<file path="config.mk">
export PLATFORM = sky130hd
export DESIGN_NAME = extended_timer_event_scheduler_core
export DESIGN_NICKNAME = d
export VERILOG_FILES = /design/src/rtl/ets_pkg.sv /design/src/rtl/ets_div.sv /design/src/rtl/ets_sched.sv /design/src/rtl/ets_match.sv /design/src/rtl/extended_timer_event_scheduler_core.sv
export SDC_FILE = /design/constraint.sdc
export NUM_CORES = 2
export LEC_CHECK = 0
export ABC_AREA = 0
export BUFFER_PORTS_ARGS = -buffer_cell sky130_fd_sc_hd__buf_2
export CAP_MARGIN = 20
export CORE_ASPECT_RATIO = 0.8
export CORE_MARGIN = 8
export CORE_UTILIZATION = 30
export CTS_CLUSTER_SIZE = 16
export DETAILED_ROUTE_END_ITERATION = 8
export PLACE_DENSITY_LB_ADDON = 0.05
export SLEW_MARGIN = 20
export SYNTH_ARGS = -nofsm -noshare
export SYNTH_HDL_FRONTEND = slang
export SYNTH_HIERARCHICAL = 1
export SYNTH_SLANG_ARGS = --single-unit
</file>
<file path="constraint.sdc">
create_clock -name clk -period 7.2 [get_ports clk]
set_input_delay 1.44 -clock clk [delete_from_list [all_inputs] [get_ports clk]]
set_output_delay 1.44 -clock clk [all_outputs]
set_load 0.01 [all_outputs]
</file>
<file path="src/rtl/ets_pkg.sv">
// Shared types, codes and default constants for the extended timer event scheduler.
package ets_pkg;

	localparam int unsigned TICKS_PER_US_DEF = 100;
	localparam int unsigned CYCLE_US_DEF     = 1000000;

	localparam logic [2:0] KIND_READ  = 3'd0;
	localparam logic [2:0] KIND_SET   = 3'd1;
	localparam logic [2:0] KIND_CLEAR = 3'd2;
	localparam logic [2:0] KIND_RAISE = 3'd3;
	localparam logic [2:0] KIND_IRQ   = 3'd4;

	localparam logic [1:0] MATCH_LEAVE   = 2'd0;
	localparam logic [1:0] MATCH_PROGRAM = 2'd1;
	localparam logic [1:0] MATCH_IDLE    = 2'd2;

	typedef struct packed {
		logic [2:0]  kind;
		logic [31:0] count;
		logic        interval_wrapped;
		logic [31:0] delay_us;
	} req_item_t;

	typedef struct packed {
		logic [31:0] time_us;
		logic [1:0]  match_action;
		logic [31:0] match_ticks;
		logic        raise_irq;
		logic        signal_expiry;
	} rsp_item_t;

	// scheduler stage result handed to the compare stage
	typedef struct packed {
		logic [31:0] time_us;
		logic [1:0]  match_action;
		logic [31:0] rel_us;
		logic [31:0] count;
		logic        force_irq;
		logic        signal_expiry;
	} sched_res_t;

endpackage

</file>
<file path="src/rtl/ets_div.sv">
// Tick count to microseconds: reciprocal multiply, then one-step remainder correction.
module ets_div #(
	parameter int unsigned TICKS_PER_US = ets_pkg::TICKS_PER_US_DEF
) (
	input  logic              clk,
	input  logic              ld_s1,
	input  logic              ld_s2,
	input  logic              ld_s3,
	input  ets_pkg::req_item_t req,
	output ets_pkg::req_item_t item_s3,
	output logic [31:0]       quot_s3
);

	localparam int unsigned SH = 32 + $clog2(TICKS_PER_US);
	localparam logic [32:0] RECIP = 33'((65'd1 << SH) / TICKS_PER_US);
	localparam logic [31:0] TICKS = 32'(TICKS_PER_US);

	ets_pkg::req_item_t item_s1;
	ets_pkg::req_item_t item_s2;
	logic [31:0] q0_s2;
	logic [64:0] prod;
	logic [63:0] back;
	logic [31:0] rem;
	logic [31:0] quot;

	// estimate is exact or one short
	assign prod = 65'(item_s1.count) * 65'(RECIP);

	assign back = 64'(q0_s2) * 64'(TICKS);
	assign rem  = item_s2.count - back[31:0];
	assign quot = (rem >= TICKS) ? q0_s2 + 32'd1 : q0_s2;

	always_ff @(posedge clk) begin
		if (ld_s1) begin
			item_s1 <= req;
		end
		if (ld_s2) begin
			item_s2 <= item_s1;
			q0_s2   <= 32'(prod >> SH);
		end
		if (ld_s3) begin
			item_s3 <= item_s2;
			quot_s3 <= quot;
		end
	end

endmodule

</file>
<file path="src/rtl/ets_sched.sv">
// Timebase and event state: extends the counter, handles each kind, decides the match action.
module ets_sched #(
	parameter int unsigned CYCLE_US = ets_pkg::CYCLE_US_DEF
) (
	input  logic               clk,
	input  logic               arst_n,
	input  logic               ld_s4,
	input  ets_pkg::req_item_t item_s3,
	input  logic [31:0]        quot_s3,
	output ets_pkg::sched_res_t res_s4
);

	localparam logic [31:0] CYCLE = 32'(CYCLE_US);

	logic [31:0] base_q;
	logic [31:0] event_q;
	logic        armed_q;
	logic [31:0] last_q;

	logic [31:0] base_n;
	logic [31:0] event_n;
	logic        armed_n;
	logic [31:0] last_n;
	logic [31:0] now;
	logic [31:0] rel;
	logic        eval;
	logic [31:0] diff_last;
	logic [31:0] diff_event;
	ets_pkg::sched_res_t res;

	always_comb begin
		base_n     = item_s3.interval_wrapped ? base_q + CYCLE : base_q;
		now        = base_n + quot_s3;
		diff_last  = now - last_q;
		diff_event = now - event_q;
		event_n    = event_q;
		armed_n    = armed_q;
		last_n     = last_q;
		rel        = '0;
		eval       = 1'b0;

		res               = '0;
		res.time_us       = now;
		res.count         = item_s3.count;
		res.match_action  = ets_pkg::MATCH_LEAVE;

		case (item_s3.kind)
			ets_pkg::KIND_READ: begin
				if (diff_last[31]) begin
					res.time_us = last_q;
				end else begin
					last_n = now;
				end
			end
			ets_pkg::KIND_SET: begin
				event_n = now + item_s3.delay_us;
				armed_n = 1'b1;
				rel     = quot_s3 + item_s3.delay_us;
				eval    = 1'b1;
			end
			ets_pkg::KIND_CLEAR: begin
				armed_n          = 1'b0;
				res.match_action = ets_pkg::MATCH_IDLE;
			end
			ets_pkg::KIND_RAISE: begin
				event_n       = now;
				armed_n       = 1'b1;
				res.force_irq = 1'b1;
			end
			ets_pkg::KIND_IRQ: begin
				if (armed_q) begin
					if (!diff_event[31]) begin
						armed_n           = 1'b0;
						res.match_action  = ets_pkg::MATCH_IDLE;
						res.signal_expiry = 1'b1;
					end else begin
						rel  = event_q - base_n;
						eval = 1'b1;
					end
				end
			end
			default: begin
			end
		endcase

		if (eval) begin
			res.match_action = (rel < CYCLE) ? ets_pkg::MATCH_PROGRAM : ets_pkg::MATCH_IDLE;
		end
		res.rel_us = rel;
	end

	always_ff @(posedge clk or negedge arst_n) begin
		if (!arst_n) begin
			base_q  <= '0;
			event_q <= '0;
			armed_q <= 1'b0;
			last_q  <= '0;
		end else if (ld_s4) begin
			base_q  <= base_n;
			event_q <= event_n;
			armed_q <= armed_n;
			last_q  <= last_n;
		end
	end

	always_ff @(posedge clk) begin
		if (ld_s4) begin
			res_s4 <= res;
		end
	end

endmodule

</file>
<file path="src/rtl/ets_match.sv">
// Compare value in ticks and the already-passed check, into the result register.
module ets_match #(
	parameter int unsigned TICKS_PER_US = ets_pkg::TICKS_PER_US_DEF
) (
	input  logic                clk,
	input  logic                ld_s5,
	input  ets_pkg::sched_res_t res_s4,
	output ets_pkg::rsp_item_t  rsp_s5
);

	localparam logic [31:0] TICKS = 32'(TICKS_PER_US);

	logic [63:0] prod;
	logic        prog;
	ets_pkg::rsp_item_t rsp;

	assign prod = 64'(res_s4.rel_us) * 64'(TICKS);
	assign prog = (res_s4.match_action == ets_pkg::MATCH_PROGRAM);

	always_comb begin
		rsp               = '0;
		rsp.time_us       = res_s4.time_us;
		rsp.match_action  = res_s4.match_action;
		rsp.signal_expiry = res_s4.signal_expiry;
		if (prog) begin
			rsp.match_ticks = prod[31:0];
		end
		rsp.raise_irq = res_s4.force_irq || (prog && (res_s4.count >= prod[31:0]));
	end

	always_ff @(posedge clk) begin
		if (ld_s5) begin
			rsp_s5 <= rsp;
		end
	end

endmodule

</file>
<file path="src/rtl/extended_timer_event_scheduler_core.sv">
// Top level of the extended timer event scheduler: stage handshake and unit hookup.
// One beat in gives one beat out once the output side is ready. Unless stalled,
// a new beat is taken every cycle: the pipeline has five registered stages (input,
// reciprocal multiply, remainder correction, timebase/event state, compare multiply),
// each with its own valid bit, so a stalled result only holds back the stages behind
// it that are full. All timebase and event state lives in the fourth stage and is
// updated as a beat passes through it, so beats see each other's effects in order.
// TICKS_PER_US (1 to 1000) sets the tick divider and CYCLE_US the counter cycle length.
module extended_timer_event_scheduler_core #(
	parameter int unsigned TICKS_PER_US = ets_pkg::TICKS_PER_US_DEF,
	parameter int unsigned CYCLE_US     = ets_pkg::CYCLE_US_DEF
) (
	input  logic               clk,
	input  logic               arst_n,
	input  logic               req_valid,
	output logic               req_ready,
	input  ets_pkg::req_item_t req,
	output logic               rsp_valid,
	input  logic               rsp_ready,
	output ets_pkg::rsp_item_t rsp
);

	logic v1_q, v2_q, v3_q, v4_q, v5_q;
	logic r1, r2, r3, r4, r5;
	logic ld1, ld2, ld3, ld4, ld5;

	ets_pkg::req_item_t  item_s3;
	logic [31:0]         quot_s3;
	ets_pkg::sched_res_t res_s4;

	assign r5 = !v5_q || rsp_ready;
	assign r4 = !v4_q || r5;
	assign r3 = !v3_q || r4;
	assign r2 = !v2_q || r3;
	assign r1 = !v1_q || r2;

	assign ld1 = req_valid && r1;
	assign ld2 = v1_q && r2;
	assign ld3 = v2_q && r3;
	assign ld4 = v3_q && r4;
	assign ld5 = v4_q && r5;

	assign req_ready = r1;
	assign rsp_valid = v5_q;

	always_ff @(posedge clk or negedge arst_n) begin
		if (!arst_n) begin
			v1_q <= 1'b0;
			v2_q <= 1'b0;
			v3_q <= 1'b0;
			v4_q <= 1'b0;
			v5_q <= 1'b0;
		end else begin
			if (r1) v1_q <= req_valid;
			if (r2) v2_q <= v1_q;
			if (r3) v3_q <= v2_q;
			if (r4) v4_q <= v3_q;
			if (r5) v5_q <= v4_q;
		end
	end

	ets_div #(
		.TICKS_PER_US(TICKS_PER_US)
	) u_div (
		.clk     (clk),
		.ld_s1   (ld1),
		.ld_s2   (ld2),
		.ld_s3   (ld3),
		.req     (req),
		.item_s3 (item_s3),
		.quot_s3 (quot_s3)
	);

	ets_sched #(
		.CYCLE_US(CYCLE_US)
	) u_sched (
		.clk     (clk),
		.arst_n  (arst_n),
		.ld_s4   (ld4),
		.item_s3 (item_s3),
		.quot_s3 (quot_s3),
		.res_s4  (res_s4)
	);

	ets_match #(
		.TICKS_PER_US(TICKS_PER_US)
	) u_match (
		.clk    (clk),
		.ld_s5  (ld5),
		.res_s4 (res_s4),
		.rsp_s5 (rsp)
	);

endmodule

</file>
; Word-level counts from Yosys, hierarchy flattened
; Index checks and enable logic that the tools add are counted.
[word_totals]
regBits = 527
ram_bits = 0
n_memories = 0
input_bits = 72
mem_bits_ro = 0
out_inout_bits = 70
word_cells = 100
latchBits = 0
[classes]
n_reduce_logical = 25
muxes = 19
n_lt_le_gt_ge = 3
div_mod_pow = 0
shifts = 0
multipliers = 3
n_eq_ne = 5
n_bitwise = 0
n_addsub = 9
[ops]
columns = cell, count
row1 = 32-bit 2-to-1 mux, 5
row2 = 32-bit case mux with 2 select lines, 2
row3 = 32-bit subtractor, 4
row4 = 32-bit by 32-bit multiplier with 64-bit output (second input constant), 1
row5 = 27-bit by 32-bit adder with 32-bit output, 1
row6 = 32-bit by 20-bit adder with 32-bit output (second input constant), 1
row7 = 32-bit by 27-bit adder with 32-bit output, 1
row8 = 32-bit adder, 1
row9 = 32-bit >= comparator, 1
row10 = 32-bit by 7-bit >= comparator with 1-bit output (second input constant), 1
row11 = 32-bit by 20-bit less-than comparator with 1-bit output (second input constant), 1
row12 = 32-bit by 5-bit multiplier with 30-bit output (second input constant), 1
row13 = 26-bit by 5-bit multiplier with 30-bit output (second input constant), 1
row14 = 26-bit by 1-bit adder with 27-bit output (second input constant), 1
row15 = 26-bit 2-to-1 mux, 1
row16 = 2-bit 2-to-1 mux, 4
row17 = 2-bit AND reduction, 4
row18 = 3-bit by 2-bit equality test with 1-bit output (second input constant), 2
row19 = 1-bit logical AND, 6
row20 = 1-bit logical OR, 6
row21 = 1-bit zero test, 5
row22 = 1-bit 2-to-1 mux, 4
row23 = 2-bit case mux with 2 select lines, 1
row24 = 3-bit by 1-bit equality test with 1-bit output (second input constant), 1
row25 = 8 further kinds, 8

; Logic depth before layout (Yosys ltp)
[depth]
word_depth = 10
ltp_mapped = 32
mapped_depth_nobuf = 29

; Modules after synthesis
; The synthesis kept the hierarchy.
[by_module_without_submodules]
columns = module, seq_area_each_um2, area_each_um2, instances, cells_per_inst
row1 = ets_div, 7717.4, 29173.0, 1, 2552
row2 = ets_sched, 5280.1, 14965.6, 1, 1560
row3 = ets_match, 1981.9, 5967.0, 1, 590
row4 = extended_timer_event_scheduler_core, 125.1, 236.5, 1, 21

; Least setup slack after synthesis
; No wires, ideal clock.
[synth_path]
kind = register -> register
startpoint = register u_div/item_s1[46] (netlist bit)
endpoint = register u_div.q0_s2[22] (data pin)
path_slack_ps = -400
path_buffers = 0
stages_incl_launch_ff = 25
arrival_time_ps = 7342
setup_time_ps = 258
required_ps = 6942
synth_period_minus_slack_ps = 7600
cell_sequence = edfxtp_1 > ha_1 > inv_1 > fa_1 > inv_1 > fa_1 > fa_1 > fa_1 > fa_1 > fa_1 > inv_1 > fa_1 > inv_1 > ha_1 > nand4_1 > o221ai_1 > a31oi_1 > o21ai_1 > a211oi_2 > o221ai_2 > a221o_2 > o2bb2ai_2 > or4_4 > a31oi_4 > xnor2_1
[synth_between]
elab_chain_len = 1
[synth_rtl]
columns = element, line_no
row1 = "start, declared", ets_div.sv:18  ; ets_pkg::req_item_t item_s1;
row2 = "start signal, assigned", ets_div.sv:35  ; item_s1 <= req;
row3 = 32-bit by 32-bit multiplier with 64-bit output, ets_div.sv:27  ; assign prod = 65'(item_s1.count) * 65'(RECIP);
row4 = named net u_div.prod[61], ets_div.sv:21  ; logic [64:0] prod;
row5 = "end signal, assigned", ets_div.sv:39  ; q0_s2 <= 32'(prod >> SH);
row6 = "end, declared", ets_div.sv:20  ; logic [31:0] q0_s2;
; The timed path passes the listed nets, and every way through them passes these cells.
; A chain may end at the register's enable or synchronous reset.

; Worst setup path after layout
[layout_path]
startpoint = register u_div/item_s1[50] (netlist bit)
endpoint = register u_div.q0_s2[22] (data pin)
; Same word-level chain as after synthesis.

==> impl_metrics.toml <==
[global_route]
grt_pass1_wl_microns = 257000
grt_max_degree = 95
grt_pass1_vias = 37100
antenna_found_initial = 22
grt_overflow = 0
grt.total_usage = 0.192

[critical_path]
crit_type = "flip-flop to flip-flop"
startpoint = "u_div/item_s1[50]$_DFFE_PP_"
crit_buf_inv = 7
crit_top_cell = "fa_1"
worstPathMaxFanout = 5
r2r-start = "u_div/item_s1[50]$_DFFE_PP_"
critPathTopFamily = "adder cells"
slowest_delay_ns = 0.59
critical_path_arrival_ns = 7.95
worstPathRequired_ns = 7.60
cp_slowest_cell = "fa_2"
start_kind = "flip-flop"
worst_setup_path_end_kind = "flip-flop"

[sta]
worstMarginPinSlew_ns = 0.919
finalCritPeriodShare = 1.05
worst_slack_ns = -0.353
tns_ns = -1.71
hold_viol = 0
skew_ns = 0.0353
period_needed_ns = 7.55
drv_slew = 0
relSlewSlack = 0.386
holdWs_ns = 0.415
fmax_mhz = 132
rsz0062_at_grt = "yes"
finalSetupViolCount = 7

[die]
core_region_area_sq_um = 167000
row_count = 134
start_util = 0.302
die_w_microns = 474
die_area_sq_um = 181000
ioPinCount = 142
die_h_microns = 382

[detailed_routing]
drt-initial-drc-count = 2127
wl_microns = 178000
drc_errors = 0
via_count = 36400
viasPerCell = 4.72
postRouteAntennaNets = 0
first_pass_iters = 5
wl_per_cell_microns = 23.0

[clock_tree]
clk_latency_ns = 0.67
cts_made_buffers = 67
cts.sinks = 517
h-tree-depth = 3
clock-root-buffer = "clkbuf_16"
clockBufferDepth = 3
cts.reportedPaths.clkPinSlew_ns = 0.06
cts_tree = "yes"

[placed_design]
placed_cells = 7518
gp_congestion = 0.869
dpl.hpwl_microns = 152000
numPortBuffers = 139
placed_area_sq_um = 57500

[layout]
nFillCells = 16800
nNetsFinal = 6697
area_delta_synth_final_pct = 23.7
stdcell_count = 7708
regArea_sq_um = 15000
multi_input_area_sq_um = 33300
finalInstanceArea_sq_um = 62200
drive_gt1_frac = 0.205

[worst_hold_path]
min_from = "u_div/item_s2[20]$_DFFE_PP_"
hp-class = "flip-flop to flip-flop"

[synth]
syn_area_sq_um = 50300
syn_inst = 4721
yosysWarnings = 6
avgSynthCellArea_sq_um = 10.7

[job]
drv_cap = 0

[run_status]
violations = "setup timing"
outcome = "finished, violations left"
[registers in the layout, summed over array words and instances (netlist names)]
register / flops
v2_q: 1
u_div/item_s2: 68
v4_q: 1
rsp_valid: 1
u_div/item_s1: 68
v1_q: 1
u_sched/last_q: 32
u_div/q0_s2: 26
u_div/item_s3: 68
u_sched/base_q: 26
v3_q: 1
u_match/rsp_s5: 66
u_div/quot_s3: 27
u_sched/event_q: 32
u_sched/res_s4: 98
u_sched/armed_q: 1
[metrics by stage]
step | worst slack (ns) | util
after floorplan | -0.0915 | -
after global placement | -0.878 | 0.345
after detailed placement | -0.953 | 0.345
after CTS | -0.413 | 0.365
after global routing | -0.562 | 0.373
final | -0.353 | 0.373
[final timing paths]
path / slack [ns] / cells past startpoint / endpoint
max: -0.35 / 27 / u_div/q0_s2[22]$_DFFE_PP_
min: 0.42 / 0 / u_div/item_s3[20]$_DFFE_PP_
max reg2reg: -0.35 / 27 / u_div/q0_s2[22]$_DFFE_PP_
min reg2reg: 0.42 / 0 / u_div/item_s3[20]$_DFFE_PP_
max in group asynchronous: 5.02 / 2 / v2_q$_DFFE_PN0P_
min in group asynchronous: 0.85 / 1 / u_sched/event_q[31]$_DFFE_PN0P_
[placed cells by master (no fill, tap or decap), drive strengths merged, types with 24 or more instances in the layout]
master and instances:
a211oi 43, a21o 118, a21oi 251, a31oi 29, and3 32, buf 683
clkbuf 82, clkinv 24, dfrtp 96, edfxtp 421, fa 437, ha 785
inv 956, mux2 61, nand2 207, nand2b 41, nand3 62, nand4 56
nor2 160, nor2b 34, nor3 63, o211ai 31, o21a 27, o21ai 147
o21bai 32, xnor2 156, xor2 100
[what timing repair did]
action                     4_1_cts  5_1_grt
buffers inserted                36       43
pin swaps                      109      153
gates cloned                     3        2
resized for setup              138      213
hold endpoints to repair         0        0
hold buffers                     0        0
setup endpoints to repair       49      131
[layer usage]
layer	routed length, microns	share of wire	GRT usage	vias up
met5	37	0.00021	0	-
met4	3570	0.020	0.0388	6
met3	9570	0.054	0.0321	137
met2	71200	0.40	0.273	707
met1	93200	0.52	0.302	18000
li1	-	-	-	17600
[layout make-up]
cell class / instances / area share
multi-input cells: 3184 / 0.536
repair buffers: 684 / 0.0833
inverters: 949 / 0.0573
clock buffers: 81 / 0.0283
well taps: 2244 / 0.0451
diodes: 6 / 0.000241
flip-flops and latches: 517 / 0.242
clock inverters: 43 / 0.00817
Power is not shown: default switching activity piles up to over one toggle a cycle in this logic, so the estimate is an artifact.
